### src/hdl/ctcu_pkg.sv
`timescale 1ns / 1ps
package ctcu_pkg;

    localparam int SLOT_W    = 3;
    localparam int NUM_SLOTS = 8;
    localparam int VAL_W     = 16;
    localparam int CNT_W     = 10;
    localparam int STAT_W    = 4;
    localparam int CFG_IDX_W = 4;
    localparam int ACC_W     = 20;

    localparam logic [CNT_W-1:0]     STOCK_MAX = 10'd1023;
    localparam logic [CFG_IDX_W-1:0] NUM_CFG   = 4'd8;

    typedef logic [NUM_SLOTS-1:0][VAL_W-1:0] t_coin_arr;
    typedef logic [NUM_SLOTS-1:0][CNT_W-1:0] t_stock_arr;

    localparam t_coin_arr COIN_RESET = {16'd1000, 16'd500, 16'd200, 16'd100,
                                        16'd50, 16'd20, 16'd10, 16'd5};

    localparam logic [1:0] OP_START  = 2'd0;
    localparam logic [1:0] OP_INSERT = 2'd1;
    localparam logic [1:0] OP_CANCEL = 2'd2;
    localparam logic [1:0] OP_LOAD   = 2'd3;

    localparam logic [STAT_W-1:0] ST_OWING     = 4'd0;
    localparam logic [STAT_W-1:0] ST_PAID      = 4'd1;
    localparam logic [STAT_W-1:0] ST_CHANGE    = 4'd2;
    localparam logic [STAT_W-1:0] ST_INVALID   = 4'd3;
    localparam logic [STAT_W-1:0] ST_CANCELLED = 4'd4;
    localparam logic [STAT_W-1:0] ST_TOO_MANY  = 4'd5;
    localparam logic [STAT_W-1:0] ST_NO_CHANGE = 4'd6;
    localparam logic [STAT_W-1:0] ST_LOADED    = 4'd7;
    localparam logic [STAT_W-1:0] ST_IGNORED   = 4'd8;

    typedef enum logic [4:0] {
        S_IDLE   = 5'b00001,
        S_REFUND = 5'b00010,
        S_BANK   = 5'b00100,
        S_CHECK  = 5'b01000,
        S_EMIT   = 5'b10000
    } t_state;

    typedef struct packed {
        logic              load;
        logic [SLOT_W-1:0] ld_slot;
        logic [CNT_W-1:0]  ld_val;
        logic              bank;
        logic [SLOT_W-1:0] bank_slot;
        logic              start;
        logic [VAL_W-1:0]  change;
        logic              step;
        logic              commit;
    } t_walk_cmd;

    typedef struct packed {
        logic              done;
        logic              ok;
        logic              pay;
        logic              last;
        logic [SLOT_W-1:0] slot;
        logic [VAL_W-1:0]  value;
    } t_walk_st;

endpackage

### src/hdl/ctcu_walk.sv
`timescale 1ns / 1ps
module ctcu_walk #(
    parameter int DENOM_SLOTS      = 8,
    parameter int MAX_CHANGE_COINS = 63
) (
    input  logic                 i_clk,
    input  logic                 i_rst_n,
    input  ctcu_pkg::t_coin_arr  i_coin,
    input  ctcu_pkg::t_walk_cmd  i_cmd,
    output ctcu_pkg::t_walk_st   o_st
);

    localparam int NW = $clog2(MAX_CHANGE_COINS + 1);

    ctcu_pkg::t_stock_arr r_stock;
    ctcu_pkg::t_stock_arr r_trial;
    logic [ctcu_pkg::SLOT_W-1:0] r_slot;
    logic [ctcu_pkg::VAL_W-1:0]  r_remain;
    logic [NW-1:0]               r_n;

    logic [ctcu_pkg::VAL_W-1:0] v;
    logic can_pay, full;

    always_comb begin
        v       = i_coin[r_slot];
        can_pay = (r_remain != '0) && (v != '0) && (v <= r_remain) && (r_trial[r_slot] != '0);
        full    = r_n >= NW'(MAX_CHANGE_COINS);
        o_st.ok    = (r_remain == '0);
        o_st.done  = (r_remain == '0) || (can_pay && full) || (!can_pay && r_slot == '0);
        o_st.pay   = can_pay && !full;
        o_st.last  = (r_remain == v);
        o_st.slot  = r_slot;
        o_st.value = v;
    end

    always_ff @(posedge i_clk) begin
        if (!i_rst_n) begin
            r_stock  <= '0;
            r_slot   <= '0;
            r_remain <= '0;
            r_n      <= '0;
        end else begin
            if (i_cmd.load) begin
                r_stock[i_cmd.ld_slot] <= i_cmd.ld_val;
            end
            if (i_cmd.bank && r_stock[i_cmd.bank_slot] != ctcu_pkg::STOCK_MAX) begin
                r_stock[i_cmd.bank_slot] <= r_stock[i_cmd.bank_slot] + 1'b1;
            end
            if (i_cmd.commit) begin
                r_stock <= r_trial;
            end
            if (i_cmd.start) begin
                r_trial  <= r_stock;
                r_slot   <= ctcu_pkg::SLOT_W'(DENOM_SLOTS - 1);
                r_remain <= i_cmd.change;
                r_n      <= '0;
            end else if (i_cmd.step && !o_st.done) begin
                if (can_pay) begin
                    r_trial[r_slot] <= r_trial[r_slot] - 1'b1;
                    r_remain        <= r_remain - v;
                    r_n             <= r_n + 1'b1;
                end else begin
                    r_slot <= r_slot - 1'b1;
                end
            end
        end
    end

endmodule

### src/hdl/coin_tender_and_change_unit.sv
`timescale 1ns / 1ps
// Vending cash unit. Start, load, invalid-coin and ignored beats are answered
// straight from idle. A cancel (or a sale ending on too many coins or no
// change) sums the tendered coins one per cycle. Exact payment banks one
// tendered coin per cycle. Overpay runs the greedy change walk twice on one
// shared compare/subtract unit, one coin or one slot step per cycle (check
// pass, then pay pass emitting one change beat per coin, which waits while the
// output register is busy), then banks. Input ready is low until an item is
// fully done and the output register is free.
module coin_tender_and_change_unit #(
    parameter int DENOM_SLOTS      = 8,
    parameter int MAX_TENDERED     = 10,
    parameter int MAX_CHANGE_COINS = 63
) (
    input  logic        i_clk,
    input  logic        i_rst_n,
    input  logic        i_in_valid,
    output logic        o_in_ready,
    input  logic [1:0]  i_operation,
    input  logic [15:0] i_amount,
    input  logic [2:0]  i_stock_slot,
    input  logic [9:0]  i_stock_value,
    output logic        o_out_valid,
    input  logic        i_out_ready,
    output logic [3:0]  o_status,
    output logic [15:0] o_owing_left,
    output logic [15:0] o_change_coin,
    output logic [2:0]  o_change_slot,
    output logic [15:0] o_refund_total,
    output logic        o_last,
    input  logic        i_cfg_valid,
    output logic        o_cfg_ready,
    input  logic [3:0]  i_cfg_index,
    input  logic [15:0] i_cfg_data
);

    localparam int CW = $clog2(MAX_TENDERED + 1);
    localparam int TW = (MAX_TENDERED > 1) ? $clog2(MAX_TENDERED) : 1;

    ctcu_pkg::t_state r_state, n_state;
    ctcu_pkg::t_coin_arr r_coin;
    logic                          r_sale, n_sale;
    logic [ctcu_pkg::VAL_W-1:0]    r_owing, n_owing;
    logic [CW-1:0]                 r_count, n_count;
    logic [CW-1:0]                 r_idx, n_idx;
    logic [ctcu_pkg::ACC_W-1:0]    r_acc, n_acc;
    logic [ctcu_pkg::STAT_W-1:0]   r_code, n_code;
    logic                          r_exact, n_exact;
    logic [ctcu_pkg::VAL_W-1:0]    r_change, n_change;
    logic [ctcu_pkg::SLOT_W-1:0]   r_tend [MAX_TENDERED];

    ctcu_pkg::t_walk_cmd cmd;
    ctcu_pkg::t_walk_st  ws;

    logic                        out_free, hit, tw_en, em_v;
    logic [ctcu_pkg::SLOT_W-1:0] hit_slot, idx_slot;
    logic [ctcu_pkg::STAT_W-1:0] em_status;
    logic [15:0]                 em_owing, em_coin, em_refund;
    logic [2:0]                  em_slot;
    logic                        em_last;

    assign out_free    = !o_out_valid || i_out_ready;
    assign o_in_ready  = (r_state == ctcu_pkg::S_IDLE) && out_free;
    assign o_cfg_ready = 1'b1;
    assign idx_slot    = r_tend[r_idx[TW-1:0]];

    // lowest matching slot wins
    always_comb begin
        hit      = 1'b0;
        hit_slot = '0;
        for (int i = DENOM_SLOTS - 1; i >= 0; i--) begin
            if (r_coin[i] != '0 && r_coin[i] == i_amount) begin
                hit      = 1'b1;
                hit_slot = ctcu_pkg::SLOT_W'(i);
            end
        end
    end

    always_comb begin
        n_state   = r_state;
        n_sale    = r_sale;
        n_owing   = r_owing;
        n_count   = r_count;
        n_idx     = r_idx;
        n_acc     = r_acc;
        n_code    = r_code;
        n_exact   = r_exact;
        n_change  = r_change;
        tw_en     = 1'b0;
        cmd       = '0;
        em_v      = 1'b0;
        em_status = ctcu_pkg::ST_IGNORED;
        em_owing  = '0;
        em_coin   = '0;
        em_slot   = '0;
        em_refund = '0;
        em_last   = 1'b1;
        case (r_state)
            ctcu_pkg::S_IDLE: begin
                if (i_in_valid && out_free) begin
                    em_v     = 1'b1;
                    em_owing = r_owing;
                    case (i_operation)
                        ctcu_pkg::OP_LOAD: begin
                            if ({1'b0, i_stock_slot} < 4'(DENOM_SLOTS)) begin
                                em_status   = ctcu_pkg::ST_LOADED;
                                cmd.load    = 1'b1;
                                cmd.ld_slot = i_stock_slot;
                                cmd.ld_val  = i_stock_value;
                            end
                        end
                        ctcu_pkg::OP_START: begin
                            if (!r_sale) begin
                                if (i_amount == '0) begin
                                    em_status = ctcu_pkg::ST_PAID;
                                    em_owing  = '0;
                                end else begin
                                    em_status = ctcu_pkg::ST_OWING;
                                    em_owing  = i_amount;
                                    n_sale    = 1'b1;
                                    n_owing   = i_amount;
                                    n_count   = '0;
                                end
                            end
                        end
                        ctcu_pkg::OP_CANCEL: begin
                            if (r_sale) begin
                                em_v    = 1'b0;
                                n_code  = ctcu_pkg::ST_CANCELLED;
                                n_idx   = '0;
                                n_acc   = '0;
                                n_state = ctcu_pkg::S_REFUND;
                            end
                        end
                        ctcu_pkg::OP_INSERT: begin
                            if (r_sale && !hit) begin
                                em_status = ctcu_pkg::ST_INVALID;
                            end else if (r_sale) begin
                                tw_en   = 1'b1;
                                n_count = r_count + 1'b1;
                                n_idx   = '0;
                                n_acc   = '0;
                                if (i_amount < r_owing) begin
                                    n_owing = r_owing - i_amount;
                                    if (n_count >= CW'(MAX_TENDERED)) begin
                                        em_v    = 1'b0;
                                        n_code  = ctcu_pkg::ST_TOO_MANY;
                                        n_state = ctcu_pkg::S_REFUND;
                                    end else begin
                                        em_status = ctcu_pkg::ST_OWING;
                                        em_owing  = n_owing;
                                    end
                                end else if (i_amount == r_owing) begin
                                    em_v    = 1'b0;
                                    n_exact = 1'b1;
                                    n_state = ctcu_pkg::S_BANK;
                                end else begin
                                    em_v       = 1'b0;
                                    n_exact    = 1'b0;
                                    n_change   = i_amount - r_owing;
                                    cmd.start  = 1'b1;
                                    cmd.change = n_change;
                                    n_state    = ctcu_pkg::S_CHECK;
                                end
                            end
                        end
                        default: ;
                    endcase
                end
            end
            ctcu_pkg::S_REFUND: begin
                if (r_idx == r_count) begin
                    if (out_free) begin
                        em_v      = 1'b1;
                        em_status = r_code;
                        em_refund = (r_acc > ctcu_pkg::ACC_W'(16'hFFFF)) ? 16'hFFFF : r_acc[15:0];
                        n_sale    = 1'b0;
                        n_owing   = '0;
                        n_count   = '0;
                        n_state   = ctcu_pkg::S_IDLE;
                    end
                end else begin
                    n_acc = r_acc + ctcu_pkg::ACC_W'(r_coin[idx_slot]);
                    n_idx = r_idx + 1'b1;
                end
            end
            ctcu_pkg::S_BANK: begin
                if (r_idx == r_count) begin
                    if (!r_exact || out_free) begin
                        em_v      = r_exact;
                        em_status = ctcu_pkg::ST_PAID;
                        n_sale    = 1'b0;
                        n_owing   = '0;
                        n_count   = '0;
                        n_state   = ctcu_pkg::S_IDLE;
                    end
                end else begin
                    cmd.bank      = 1'b1;
                    cmd.bank_slot = idx_slot;
                    n_idx         = r_idx + 1'b1;
                end
            end
            ctcu_pkg::S_CHECK: begin
                if (ws.done) begin
                    if (ws.ok) begin
                        cmd.start  = 1'b1;
                        cmd.change = r_change;
                        n_state    = ctcu_pkg::S_EMIT;
                    end else begin
                        n_code  = ctcu_pkg::ST_NO_CHANGE;
                        n_state = ctcu_pkg::S_REFUND;
                    end
                end else begin
                    cmd.step = 1'b1;
                end
            end
            ctcu_pkg::S_EMIT: begin
                if (ws.done) begin
                    cmd.commit = 1'b1;
                    n_state    = ctcu_pkg::S_BANK;
                end else if (!ws.pay) begin
                    cmd.step = 1'b1;
                end else if (out_free) begin
                    cmd.step  = 1'b1;
                    em_v      = 1'b1;
                    em_status = ctcu_pkg::ST_CHANGE;
                    em_coin   = ws.value;
                    em_slot   = ws.slot;
                    em_last   = ws.last;
                end
            end
            default: n_state = ctcu_pkg::S_IDLE;
        endcase
    end

    ctcu_walk #(
        .DENOM_SLOTS      (DENOM_SLOTS),
        .MAX_CHANGE_COINS (MAX_CHANGE_COINS)
    ) u_walk (
        .i_clk   (i_clk),
        .i_rst_n (i_rst_n),
        .i_coin  (r_coin),
        .i_cmd   (cmd),
        .o_st    (ws)
    );

    always_ff @(posedge i_clk) begin
        if (tw_en) begin
            r_tend[r_count[TW-1:0]] <= hit_slot;
        end
        r_acc    <= n_acc;
        r_code   <= n_code;
        r_exact  <= n_exact;
        r_change <= n_change;
        r_idx    <= n_idx;
        if (em_v) begin
            o_status       <= em_status;
            o_owing_left   <= em_owing;
            o_change_coin  <= em_coin;
            o_change_slot  <= em_slot;
            o_refund_total <= em_refund;
            o_last         <= em_last;
        end
    end

    always_ff @(posedge i_clk) begin
        if (!i_rst_n) begin
            r_state     <= ctcu_pkg::S_IDLE;
            r_coin      <= ctcu_pkg::COIN_RESET;
            r_sale      <= 1'b0;
            r_owing     <= '0;
            r_count     <= '0;
            o_out_valid <= 1'b0;
        end else begin
            r_state <= n_state;
            r_sale  <= n_sale;
            r_owing <= n_owing;
            r_count <= n_count;
            if (i_cfg_valid && i_cfg_index < ctcu_pkg::NUM_CFG) begin
                r_coin[i_cfg_index[2:0]] <= i_cfg_data;
            end
            if (em_v) begin
                o_out_valid <= 1'b1;
            end else if (i_out_ready) begin
                o_out_valid <= 1'b0;
            end
        end
    end

endmodule
### config.mk
export PLATFORM = sky130hd
export DESIGN_NAME = coin_tender_and_change_unit
export DESIGN_NICKNAME = d
export VERILOG_FILES = /design/src/hdl/ctcu_pkg.sv /design/src/hdl/ctcu_walk.sv /design/src/hdl/coin_tender_and_change_unit.sv
export SDC_FILE = /design/constraint.sdc
export NUM_CORES = 2
export LEC_CHECK = 0
export BUFFER_PORTS_ARGS = -buffer_cell sky130_fd_sc_hd__buf_2
export CAP_MARGIN = 20
export CORE_MARGIN = 4
export CORE_UTILIZATION = 45
export CTS_BUF_LIST = sky130_fd_sc_hd__clkbuf_16
export DETAILED_ROUTE_END_ITERATION = 6
export GPL_TIMING_DRIVEN = 0
export PLACE_DENSITY = 0.62
export SKIP_CTS_REPAIR_TIMING = 1
export SLEW_MARGIN = 30
export SYNTH_ARGS = -nofsm -noshare
export SYNTH_HDL_FRONTEND = slang
export SYNTH_SLANG_ARGS = --single-unit
### constraint.sdc
create_clock -name i_clk -period 8.8 [get_ports i_clk]
set_input_delay 2.2 -clock i_clk [delete_from_list [all_inputs] [get_ports i_clk]]
set_output_delay 2.2 -clock i_clk [all_outputs]
set_load 0.05 [all_outputs]
==> reports/results.tsv <==
metric	value	unit
cp_data_required_time	9.05	ns
ys_ff_latch	473	
synth.distinct_cells	100	
setup_tns	0	ns
max_slew_margin	22.77	%
end_kind	flop	
yosysTopAreaCell	edfxtp_1	
grt_max_degree	26	
io_buffers	91	
cpLargestDelayFamily	simple AND/OR/NAND/NOR gates	
wl_met1	58650	µm
clkTransAtPathRegs	0.06	ns
die_w	265.4	µm
max_clock_freq	0.1254	GHz
layout_common_cells	nand2_1, dfxtp_1, a21oi_1, nor2_1, edfxtp_1	
cts_buffer_depth	3	
violations	DRC	
yosysSeqAreaShare	38.79	%
fin_hold_ws	0.4979	ns
postSynthAreaPerCell	8.983	µm²
path_buf_inv	5	
synth_edf_count	209	
start_util	45.33	%
synth_ff_type	dfxtp_1	
crit_slowest_cell	buf_1	
gp_congestion	1.066	
fin_worst_skew	0.03034	ns
area_growth	11.69	%
dieArea	70410	µm²
power.internal	4.303	mW
combPwrFrac	29.3	%
drtIter0Drc	4683	
cts.sinks	473	
finalCritPeriodShare	90.61	%
layout-drive-gt1-share	11.81	%
setup_slack	0.8265	ns
hold_class	flop to flop	
antenna_found_initial	1	
die_y	265.4	µm
final_nets	3609	
grt_first_pass_wirelength	200000	µm
std_cell_rows	94	
nFillCells	6330	
period_needed	7.974	ns
grt_pass1_vias	26720	
core	65750	µm²
setup_viol	0	
grt_overflow_total	0	
ir_drop	0.1593	mV
power.share.clock	33.2	%
crit_type	input pin to flop	
vias	29320	
cts_inserted_buffers	54	
crit_arrival	8.23	ns
cts_tree	built	
async_reset_ff_share	0	%
gr-usage-all-layers	39.18	%
htreeDepth	2	
final_common_cell	nand2_1	
ioPinCount	115	
top_layer	met4	
wl_met3	19970	µm
path_cells	buf_2, buf_1, xor2_1, nor4_1, nand3_1, nor3_1, nor2_1, a311oi_1, and3_1, or2_2, clkbuf_1, clkbuf_1, clkbuf_1, nor2_1, nor2_1	
syn-instance-count	3318	
drv_slew	0	
seq_area	11560	µm²
ys_warn_count	0	
finalHoldViolCount	0	
power.switching	2.404	mW
cp_slowest_stage_delay	0.82	ns
pre_cts_ws	0.5803	ns
wl_per_cell	32.90	µm
worstSetupStartpointType	input pin	
synth.cell_area	29800	µm²
swShare	35.84	%
drc	1	
status	finished, violations left	
crit_fanout	10	
worstMarginPinSlew	1.126	ns
seq_power_share	37.5	%
wl_met2	58910	µm
cap_violations	0	
clockRootBuffer	clkbuf_16	
synth_nets	3455	
leakagePower	12.50	nW
wl	144100	µm
clock_latency	0.63	ns
dp_hpwl	110100	µm
first_pass_iters	7	
via_per_inst	6.695	
rsz0062_at_grt	false	
synth_top_area_share	21.06	%
powerDensity	201.5	nW/µm²
finish.utilization	50.63	%
yosys-top-cells-area	edfxtp_1, dfxtp_1, nand2_1, mux4_2, mux2i_1	
multi_input_area	17000	µm²
ant_nets	0	
## power by group through the flow
stage                     Sequential (mW)  Clock, mW  Combinational [mW]
after floorplan                      2.73          0                1.17
after CTS                            2.51       2.23                1.93
final                                2.52       2.22                1.96
after global routing                 2.52       2.32                2.07
after global placement               2.57          0                1.89
after detailed placement             2.56          0                1.92
## sequential cells by signal (all words and copies together), names as in the netlist, 2 cells and up, named ones only
register         count
o_change_coin       16
o_change_slot        3
o_owing_left        16
o_refund_total      16
o_status             4
r_acc               20
r_change            16
r_code               2
r_coin             128
r_count              4
r_idx                4
r_owing             16
r_state              5
r_tend              30
u_walk.r_n           6
u_walk.r_remain     16
u_walk.r_slot        3
u_walk.r_stock      80
u_walk.r_trial      80
## cells by family (layout without fill, tap and decap cells)
group,count (synthesis),count (layout),share of synthesized area (%)
mux,233,233,10.56
xor+xnor,205,205,6.024
flops,473,473,38.79
compound gates,737,737,16.69
fa+ha+maj,81,81,3.501
other cells,1,2,0.01258
buf+inv,319,515,4.626
simple gates,1269,1269,19.80
## per-stage QoR
| stage | total power [mW] | area, µm² | std cells |
|---|---|---|---|
| final | 6.708 | 33290 | 4379 |
| after global placement | 4.459 | 31340 | 4273 |
| after global routing | 6.916 | 33290 | 4378 |
| after CTS | 6.670 | 33250 | 4378 |
| after floorplan | 3.899 | 29800 | 3318 |
| after detailed placement | 4.484 | 31580 | 4280 |
## worst register-to-register path, cell delays in order (launching register included)
cell and delay, ns:
dfxtp_1 0.30, buf_2 0.28, buf_2 0.40, buf_2 0.34, buf_2 0.41, buf_2 0.45
buf_1 0.54, mux4_2 0.59, nand2_1 0.18, nand2_1 0.11, ha_1 0.22, fa_1 0.39
nand2b_1 0.20, a21oi_1 0.25, o311a_1 0.23, o21ai_0 0.22, and3_1 0.25, o31ai_1 0.39
nand3_1 0.48, nor2_1 0.67, clkbuf_1 0.65, nand2_1 0.24, o211ai_1 0.14
## path summary, 6_finish.rpt
path              slack, ns  depth (start not counted)                           from                             to
setup / recovery       0.83                         15                    i_amount[5]   u_walk.r_trial[16]$_DFFE_PP_
hold / removal         0.50                          2       r_owing[15]$_SDFFE_PN0P_       r_owing[15]$_SDFFE_PN0P_
setup reg to reg       0.83                         22  u_walk.r_slot[2]$_SDFFE_PN0P_  u_walk.r_stock[69]$_SDFF_PN0_
hold reg to reg        0.50                          2       r_owing[15]$_SDFFE_PN0P_       r_owing[15]$_SDFFE_PN0P_
## cells in the mapped netlist, types with 77 or more instances
cell	number
a21oi_1	250
clkbuf_1	140
dfxtp_1	264
edfxtp_1	209
ha_1	77
mux2i_1	126
nand2_1	532
nand3_1	115
nor2_1	241
nor3_1	93
nor4_1	81
o21ai_0	93
o31ai_1	81
xor2_1	138
## final cells by class
| cell class | count | area share, % |
|---|---|---|
| timing repair buffer | 98 | 1.729 |
| antenna | 1 | 0.007517 |
| clock buffer | 55 | 4.135 |
| inverter | 78 | 0.8795 |
| buffer | 241 | 3.315 |
| multi-input combinational | 2526 | 51.07 |
| sequential | 473 | 34.73 |
| clock inverter | 43 | 0.8871 |
| tap | 864 | 3.248 |
## per-layer routing
| layer | track usage, % | vias to the layer above |
|---|---|---|
| met2 | 56.50 | 2124 |
| met3 | 13.35 | 395 |
| met4 | 14.03 | 0 |
| met5 | 0 | - |
| li1 | - | 12570 |
| met1 | 54.83 | 14230 |
(Power assumes the default switching activity.)
